==> config.mk <==
export PLATFORM = sky130hd
export DESIGN_NAME = rsed_cell
export DESIGN_NICKNAME = d
export VERILOG_FILES = /design/src/sv/release_sort_earliest_door_scheduler_core_macros.svh /design/src/sv/rsed_pkg.sv /design/src/sv/rsed_cell.sv
export SDC_FILE = /design/constraint.sdc
export NUM_CORES = 1
export LEC_CHECK = 0
export BUFFER_PORTS_ARGS = -buffer_cell sky130_fd_sc_hd__buf_2
export CAP_MARGIN = 40
export CORE_ASPECT_RATIO = 1.4
export CORE_MARGIN = 2
export CORE_UTILIZATION = 45
export CTS_CLUSTER_DIAMETER = 30
export DETAILED_ROUTE_END_ITERATION = 10
export GPL_ROUTABILITY_DRIVEN = 1
export PLACE_DENSITY = 0.93
export SETUP_SLACK_MARGIN = 0.2
export SLEW_MARGIN = 20
export SYNTH_ARGS = -nofsm -noshare
export SYNTH_HDL_FRONTEND = slang
export SYNTH_SLANG_ARGS = --single-unit
==> constraint.sdc <==
create_clock -name aclk -period 8.69 [get_ports aclk]
set_input_delay 0 -clock aclk [delete_from_list [all_inputs] [get_ports aclk]]
set_output_delay 0 -clock aclk [all_outputs]
set_load 0.005 [all_outputs]
==> src/sv/release_sort_earliest_door_scheduler_core_macros.svh <==
// Assertion helpers shared by the scheduler RTL.
`ifndef RELEASE_SORT_EARLIEST_DOOR_SCHEDULER_CORE_MACROS_SVH
`define RELEASE_SORT_EARLIEST_DOOR_SCHEDULER_CORE_MACROS_SVH

// same-cycle implication, off during reset
`define RSED_ASSERT_NOW(label, clk, rstn, ante, cons) \
    label: assert property (@(posedge clk) disable iff (!rstn) (ante) |-> (cons)) \
        else $error("assertion failed");

// next-cycle implication, off during reset
`define RSED_ASSERT_NEXT(label, clk, rstn, ante, cons) \
    label: assert property (@(posedge clk) disable iff (!rstn) (ante) |=> (cons)) \
        else $error("assertion failed");

`endif

==> src/sv/rsed_pkg.sv <==
package rsed_pkg;

    localparam int MAX_JOBS   = 64;
    localparam int JOB_BITS   = $clog2(MAX_JOBS);
    localparam int CNT_BITS   = $clog2(MAX_JOBS + 1);
    localparam int MAX_DOORS  = 16;
    localparam int DOOR_BITS  = $clog2(MAX_DOORS);
    localparam int DCNT_BITS  = 5;
    localparam int TIME_BITS  = 16;
    localparam int START_BITS = 23;

    localparam logic [START_BITS-1:0] START_MAX = {START_BITS{1'b1}};

    // register index
    localparam int REG_DOOR_COUNT = 0;

    // sequencer states
    localparam logic [1:0] ST_LOAD   = 2'd0;
    localparam logic [1:0] ST_SCAN   = 2'd1;
    localparam logic [1:0] ST_ASSIGN = 2'd2;

    typedef struct packed {
        logic                 valid;
        logic [TIME_BITS-1:0] ready;
        logic [TIME_BITS-1:0] dur;
        logic [JOB_BITS-1:0]  idx;
    } job_t;

    typedef struct packed {
        logic insert;
        logic pop;
    } cell_ctl_t;

endpackage

==> src/sv/rsed_cell.sv <==
// One slot of the sorted job chain. Empty slots sort as +infinity.
module rsed_cell (
    input  logic              aclk,
    input  logic              aresetn,
    input  rsed_pkg::cell_ctl_t ctl,
    input  rsed_pkg::job_t    new_job,
    input  rsed_pkg::job_t    prev_job,
    input  logic              prev_lt,
    input  rsed_pkg::job_t    next_job,
    output rsed_pkg::job_t    job,
    output logic              lt
);

    rsed_pkg::job_t job_reg;
    rsed_pkg::job_t job_next;

    // strict compare: equal keys keep load order
    assign lt = !job_reg.valid ||
                ({new_job.ready, new_job.dur} < {job_reg.ready, job_reg.dur});
    assign job = job_reg;

    always_comb begin
        job_next = job_reg;
        if (ctl.pop) begin
            job_next = next_job;
        end else if (ctl.insert && lt) begin
            if (prev_lt) begin
                job_next = prev_job;
            end else begin
                job_next = new_job;
                job_next.valid = 1'b1;
            end
        end
    end

    always_ff @(posedge aclk) begin
        if (!aresetn) begin
            job_reg.valid <= 1'b0;
        end else begin
            job_reg.valid <= job_next.valid;
        end
        job_reg.ready <= job_next.ready;
        job_reg.dur   <= job_next.dur;
        job_reg.idx   <= job_next.idx;
    end

endmodule

# After elaboration in Yosys (flattened, before gate mapping)
# Cells that the tools add are included.
totals:
  regBits: 39
  latchBits: 0
  mem_bits_rw: 0
  mem_bits_ro: 0
  input_bits: 122
  output_inout_bits: 40
  wordCells: 12
  memories: 0
classes:
  add_sub_neg: 0
  multipliers: 0
  div: 0
  order_cmp: 1
  eq_ne: 0
  shift: 0
  n_mux: 3
  bitwise: 0
  reduce_logical: 4
op_table:
  columns: ["cell", "count"]
  rows:
  - ["39-bit 2-to-1 mux", 3]
  - ["32-bit less-than comparator", 1]
  - ["2-bit nonzero test", 1]
  - ["1-bit logical AND", 1]
  - ["1-bit logical NOT", 1]
  - ["1-bit logical OR", 1]

# Longest topological paths before layout
# Gate-level depths: netlist (run 1).
logic_depth:
  word_depth: 5
  mapped_depth: 8
  ltp_nobuf: 8

# Worst setup path after synthesis (run 1)
# No wires, ideal clock.
synth_path:
  kind: "register to register"
  from: "register job_reg (netlist bit job[8])"
  to: "register job_reg (netlist bit job[0]) (enable)"
  setup_time_ns: 0.491
  arrival_ns: 4.484
  required_time_ns: 8.199
  slack_ns: 3.715
  stages_incl_launch_ff: 9
  path_buffers: 0
  synth_period_minus_slack_ns: 4.975
  path_cell_list: "edfxtp_1 > inv_1 > ha_1 > a211o_1 > a31oi_1 > o311a_1 > nor3_1 > o311a_1 > o31ai_1"
synth_via:
  elab_chain_len: 4
synth_rtl:
  columns: ["element", "line", "text"]
  rows:
  - ["from (decl)", "rsed_cell.sv:14", "rsed_pkg::job_t job_reg;"]
  - ["32-bit less-than comparator", "rsed_cell.sv:19", "({new_job.ready, new_job.dur} < {job_reg.ready, job_reg.dur});"]
  - ["1-bit logical OR", "rsed_cell.sv:18", "assign lt = !job_reg.valid ||"]
  - ["1-bit logical AND", "rsed_cell.sv:26", "end else if (ctl.insert && lt) begin"]
  - ["2-bit nonzero test (no source line)", null, null]
# Every way passes these cells.
# A chain may end at the register's enable or synchronous reset.

# Worst setup path in the final report (run 1)
layout_path:
  from: "register job_reg (netlist bit job[8])"
  to: "register job_reg (netlist bit job[16]) (enable)"
# Same word-level chain as after synthesis.

==> results of run 1 <==
## timing repair
| action | 4_1_cts | 5_1_grt |
|---|---|---|
| resized for setup | 0 | 0 |
| endpoints found under the setup margin | 0 | 0 |
| hold endpoints to repair | 21 | 0 |
| hold buffers | 21 | 0 |
## cell usage in the layout (no fill, tap or decap)
cell type      netlist  routed
o31ai_4              0       1
nor4_1               1       1
and4_1               1       1
inv_1               33      33
o21ai_0             42      42
a21o_1               2       2
o311a_1              3       3
or2b_1               1       1
a31oi_1              1       1
o211ai_1             1       1
ha_1                31      31
dfxtp_1              1       1
a221oi_1             1       1
nand4_1              5       5
clkbuf_8             0       5
buf_8                0       1
a21oi_1             12      12
buf_4                0       2
a211o_1              1       1
buf_2                3     160
nand2b_1             1       1
clkinv_1             0       2
dlygate4sd3_1        0      21
buf_12               0       1
nand3_1              3       3
mux2i_1             39      39
clkinvlp_4           0       1
nor2_1               4       4
edfxtp_1            38      38
nor3_1               1       1
a211oi_1             1       1
nand2_1             46      46
o22ai_1              1       1
## cell usage after synthesis, types with 2 or more instances
master / n / share of area [%]
a21o_1: 2 / 0.55
a21oi_1: 12 / 2.2
buf_2: 3 / 0.55
clkbuf_1: 9 / 1.2
edfxtp_1: 38 / 41
ha_1: 31 / 14
inv_1: 33 / 4.5
mux2i_1: 39 / 14
nand2_1: 46 / 6.3
nand3_1: 3 / 0.55
nand4_1: 5 / 1.1
nor2_1: 4 / 0.55
o21ai_0: 42 / 7.6
o311a_1: 3 / 1.1
## final cells by class
cell class,instances,area (µm²)
Fill cell,455,1960
Clock inverter,3,15.0
Sequential cell,39,1160
Timing Repair Buffer,185,1060
Multi-Input combinational cell,199,1430
Clock buffer,5,68.8
Tap cell,70,87.6
Inverter,33,124
## metal layers
metal,share of wire (%),track usage (%)
met5,0,0
met4,2.9,10.6
met3,5.0,4.05
met2,55,45.2
met1,37,23.5
## final timing paths
path | startpoint | endpoint | slack [ps] | cells after the start
setup / recovery | job[8]$_DFFE_PP_ | job[16]$_DFFE_PP_ | 5590 | 10
hold / removal | next_job[1] | job[1]$_DFFE_PP_ | 3 | 3
setup reg to reg | job[8]$_DFFE_PP_ | job[16]$_DFFE_PP_ | 5590 | 10
hold reg to reg | job[38]$_SDFFE_PN0P_ | job[38]$_SDFFE_PN0P_ | 650 | 3
## worst min-delay path: stages
cell,delay [ps]
buf_2,80
nand2_1,40
o21ai_0,60
## where the power goes
part	switching, mW	internal [mW]
Sequential	0.00991	0.235
Clock	0.0661	0.0546
Combinational	0.0830	0.0813
Total	0.159	0.371
## through the flow
stage / util (%) / cells / worst slack (ps) / power [mW] / hold slack (ps)
6_report: 66.8 / 534 / 5590 / 0.530 / 2.56
5_1_grt: 66.8 / 534 / 5440 / 0.562 / 9.76
4_1_cts: 66.8 / 534 / 5560 / 0.532 / 0.0164
3_5_place_dp: 61.8 / 505 / 5570 / 0.404 / 243
3_3_place_gp: 61.2 / 503 / 5370 / 0.393 / 240
2_1_floorplan: - / 284 / 3720 / 0.328 / 131
## kinds of logic (layout without fill, tap and decap cells)
logic type,count (synthesis),count (layout),synth area share [%]
AOI/OAI and AO/OA,66,66,13.4
adders and majority gates,31,31,14.1
buffers and inverters,46,226,6.41
DFF,39,39,42.2
muxes,39,39,14.2
and+or+nand+nor,63,63,9.73
==> impl_metrics.csv, run 1 <==
group,metric,value,unit
status,outcome,"completed",
yosys,syn_inst,284,
setup_path,worstPathMaxFanout,19,
timing,hold_viol,0,
setup_path,cp_data_arrival_time,3070,ps
layout,largest_reg_flops,39,
placement,hpwlAfterDp,5960,µm
cts,cts_inserted_buffers,5,
detailed_routing,final_antenna_net_count,0,
layout,drive_gt1_share,36.9,%
timing,rsz0062_at_grt,"false",
placement,gp_congestion,0.797,
timing,fin_crit_sh,35.7,%
cts,clkTransAtPathRegs,80,ps
detailed_routing,drt-initial-drc-count,150,
layout,nets,616,
layout,syn2layout_area_growth,43.4,%
power_and_ir_drop,leakage,2.06,nW
cts,cts.path.max_buffers,2,
global_routing,grt_pass1_wl,12300,µm
floorplan,die_w,70.1,µm
global_routing,grt_usage,23.0,%
timing,fmax,323,MHz
setup_path,path_common_cell,"o311a_1",
cts,cts_root_buffer,"clkbuf_8",
cts,cts_setup_buffers,0,
timing,slew_headroom,53.6,%
setup_path,slowest_stage,"o31ai_4",
cts,tritoncts,"yes",
yosys,synth_nets,437,
power_and_ir_drop,power_density,134,nW/µm²
yosys,synth_edf_count,38,
yosys,ys_seq_area_share,42.2,%
power_and_ir_drop,vdd_drop_max,0.0928,mV
yosys,synthFlopType,"edfxtp_1",
timing,fin_tns_setup,0,ps
detailed_routing,wirelength,8000,µm
yosys,ys_ff_latch,39,
placement,dpl_cell_area,3650,µm²
setup_path,critPathBufInv,3,
floorplan,dieArea,6760,µm²
cts,cts_sinks,39,
setup_path,critPathTopFamily,"compound AO/OA/AOI/OAI gates",
min_path,worstHoldPathType,"in -> reg",
floorplan,die_h,96.5,µm
detailed_routing,vias,2802,
timing,clock_skew,6.50,ps
global_routing,grt_max_degree,81,
flow_run,maxCapViolations,0,
detailed_routing,first_pass_iters,4,
detailed_routing,post-route-drc-count,0,
cts,clkLatencyLatePin,290,ps
detailed_routing,wl_per_cell,15.0,µm
timing,setup-violations-final,0,
yosys,syn_area_per_cell,9.69,µm²
yosys,async_flop_share,0,%
global_routing,grt_pass1_vias,2828,
layout,finalInstanceArea,3950,µm²
floorplan,core.rowCount,33,
global_routing,antenna_found_initial,0,
setup_path,cp-start-kind,"flip-flop",
timing,worstMarginPinSlew,696,ps
yosys,ys_warn_count,0,
timing,period_minus_slack,3100,ps
detailed_routing,viasPerCell,5.25,
setup_path,crit_type,"reg -> reg",
setup_path,endpoint_kind,"flip-flop",
yosys,synth.distinct_cells,28,
global_routing,grt_overflow_total,0,
floorplan,io_pins,162,
timing,slew_viol_final,0,
placement,portBuffers,160,
setup_path,cp_data_required_time,8660,ps
setup_path,slowest_delay,530,ps
setup_path,cp_cell_sequence,"inv_1, ha_1, a211o_1, a31oi_1, o311a_1, nor3_1, o311a_1, o31ai_4, buf_8, buf_4",
floorplan,core-area,5900,µm²
yosys,synth_area,2750,µm²
floorplan,initial_core_util,46.6,%
layout,diodes,0,
cts,ctsHtreeMaxLevel,2,
(Power assumes the default switching activity.)
==> run 2, diff against run 1 <==
--- a/config.mk
+++ b/config.mk
@@ -9,11 +9,11 @@
 export CAP_MARGIN = 40
 export CORE_ASPECT_RATIO = 1.4
 export CORE_MARGIN = 2
-export CORE_UTILIZATION = 45
+export CORE_UTILIZATION = 44
 export CTS_CLUSTER_DIAMETER = 30
 export DETAILED_ROUTE_END_ITERATION = 10
 export GPL_ROUTABILITY_DRIVEN = 1
-export PLACE_DENSITY = 0.93
+export PLACE_DENSITY = 0.92
 export SETUP_SLACK_MARGIN = 0.2
 export SLEW_MARGIN = 20
 export SYNTH_ARGS = -nofsm -noshare
==> constraint.sdc (replaced) <==
create_clock -name aclk -period 3.04 [get_ports aclk]
set_input_delay 0 -clock aclk [delete_from_list [all_inputs] [get_ports aclk]]
set_output_delay 0 -clock aclk [all_outputs]
set_load 0.005 [all_outputs]
==> run 2 against run 1 <==
Flip-flop and latch count unchanged. Largest power group unchanged. Utilization down 4.2 points. Final area down 2.7%. Global-route usage down 0.64 points. Non-clock buffer count down 9. Register-to-register slack worse by 5100 ps. Combinational power rose to 2.8 times the previous value. Worst hold slack better by 5.0 ps. Die area up 2.2%.
==> impl_metrics.csv, run 2 (synthesis results as in run 1) <==
group,metric,value,unit
status,outcome,"completed",
setup_path,r2r_end,"job[1]$_DFFE_PP_",
detailed_routing,drt-initial-drc-count,85,
setup_path,critPathBufInv,2,
detailed_routing,viasPerCell,5.13,
timing,slew_viol_final,0,
detailed_routing,vias,2701,
global_routing,grt_usage,22.3,%
timing,hold_viol,0,
global_routing,grt_max_degree,44,
min_path,hold-path-cell-count,3,
detailed_routing,wirelength,7520,µm
layout,syn2layout_area_growth,39.5,%
global_routing,grt_pass1_wl,12400,µm
setup_path,reg2reg_from,"job[8]$_DFFE_PP_",
floorplan,core.rowCount,34,
timing,setup-violations-final,0,
flow_run,maxCapViolations,0,
cts,clkLatencyLatePin,280,ps
setup_path,slowest_stage,"edfxtp_1",
setup_path,cp-start-kind,"flip-flop",
timing,fmax,387,MHz
timing,rsz0062_at_grt,"false",
layout,nets,607,
cts,tritoncts,"yes",
cts,cts_inserted_buffers,5,
power_and_ir_drop,power_density,388,nW/µm²
setup_path,worstPathMaxFanout,26,
timing,period_minus_slack,2590,ps
min_path,hold_start,"next_job[29]",
timing,worstMarginPinSlew,742,ps
placement,portBuffers,160,
setup_path,cp_data_required_time,3010,ps
layout,largest_reg_flops,39,
placement,gp_congestion,0.814,
min_path,worstHoldPathType,"in -> reg",
global_routing,antenna_found_initial,0,
power_and_ir_drop,leakage,2.02,nW
setup_path,crit_type,"reg -> reg",
detailed_routing,final_antenna_net_count,0,
timing,fin_crit_sh,85.1,%
cts,cts.path.max_buffers,2,
layout,diodes,0,
setup_path,cp_cell_sequence,"inv_1, ha_1, a211o_1, a31oi_1, o311a_1, nor3_1, o311a_1, o31ai_4, buf_6",
cts,clkTransAtPathRegs,80,ps
layout,mostFrequentLayoutCell,"buf_2",
floorplan,initial_core_util,44.9,%
setup_path,endpoint_kind,"flip-flop",
floorplan,die_w,70.8,µm
min_path,min_to,"job[29]$_DFFE_PP_",
setup_path,ff2ff_setup_slack,450,ps
power_and_ir_drop,vdd_drop_max,0.259,mV
floorplan,io_pins,162,
cts,cts_root_buffer,"clkbuf_8",
setup_path,critPathTopFamily,"compound AO/OA/AOI/OAI gates",
global_routing,grt_overflow_total,0,
setup_path,cp_data_arrival_time,2560,ps
detailed_routing,wl_per_cell,14.3,µm
placement,hpwlAfterDp,6010,µm
timing,slew_headroom,50.5,%
cts,ctsHtreeMaxLevel,2,
setup_path,worstRegToRegCells,9,
floorplan,core-area,6130,µm²
detailed_routing,post-route-drc-count,0,
floorplan,die_h,97.6,µm
timing,clock_skew,4.84,ps
setup_path,path_common_cell,"o311a_1",
detailed_routing,first_pass_iters,4,
global_routing,grt_pass1_vias,2845,
setup_path,slowest_delay,380,ps
layout,instances_no_fill,527,
placement,dp.cells,507,
layout,fin_util,62.7,%
layout,final_cell_mix,"buf_2, nand2_1, o21ai_0",
layout,drive_gt1_share,37.6,%
cts,cts_setup_buffers,0,
floorplan,dieArea,6910,µm²
cts,cts_sinks,39,
[run 2: cell type report]
type                    instances  area (µm²)
well taps                      72        90.1
flip-flops and latches         39        1160
repair buffers                176         955
clock buffers                   7        76.3
inverters                      33         124
fillers                       534        2290
multi-input cells             199        1430
clock inverters                 1        5.00
[run 2: per-stage QoR]
| step | hold WS [ps] | total power [mW] | setup TNS, ps | cell area [µm²] | setup slack (ps) |
|---|---|---|---|---|---|
| after global routing | 10.8 | 1.59 | 0 | 3840 | 282 |
| after global placement | 239 | 1.13 | 0 | 3630 | 415 |
| after CTS | 0.468 | 1.50 | 0 | 3830 | 349 |
| after floorplan | 131 | 0.939 | -2310 | 2770 | -60.7 |
| final | 7.59 | 1.49 | 0 | 3840 | 454 |
| after detailed placement | 246 | 1.16 | 0 | 3630 | 360 |
[run 2: worst register-to-register path: stages (launching register included)]
cell	delay [ps]
edfxtp_1	380
inv_1	70
ha_1	240
a211o_1	300
a31oi_1	160
o311a_1	180
nor3_1	50
o311a_1	350
o31ai_4	270
buf_6	290
[run 2: worst max path at each step]
stage                      from                end  slack (ps)  cells past startpoint
2_1_floorplan  job[8]$_DFFE_PP_   job[0]$_DFFE_PP_         -60                      8
3_3_place_gp   job[8]$_DFFE_PP_   job[0]$_DFFE_PP_         420                      9
3_5_place_dp   job[8]$_DFFE_PP_  job[10]$_DFFE_PP_         360                      9
4_1_cts        job[8]$_DFFE_PP_   job[1]$_DFFE_PP_         350                      9
5_1_grt        job[8]$_DFFE_PP_  job[36]$_DFFE_PP_         280                      9
6_report       job[8]$_DFFE_PP_   job[1]$_DFFE_PP_         450                      9
[run 2: what timing repair did]
item                                    CTS  global route
endpoints found under the setup margin    0            26
endpoints found under the hold margin    12             0
resized for setup                         0             1
hold buffers                             12             0
[run 2: per-layer routing]
metal  vias up  global-route usage, %  share of wire (%)
li1       1362                      -                  -
met1      1220                   23.5                 36
met2       103                   43.2                 56
met3        16                   3.84                5.4
met4         0                   7.69                2.6
met5         -                      0                  0
[run 2: report_power, final]
part | internal [mW] | leakage, nW | switching [mW]
sequential | 0.671 | 0.405 | 0.0285
clock | 0.161 | 0.0422 | 0.174
combinational | 0.222 | 1.57 | 0.232
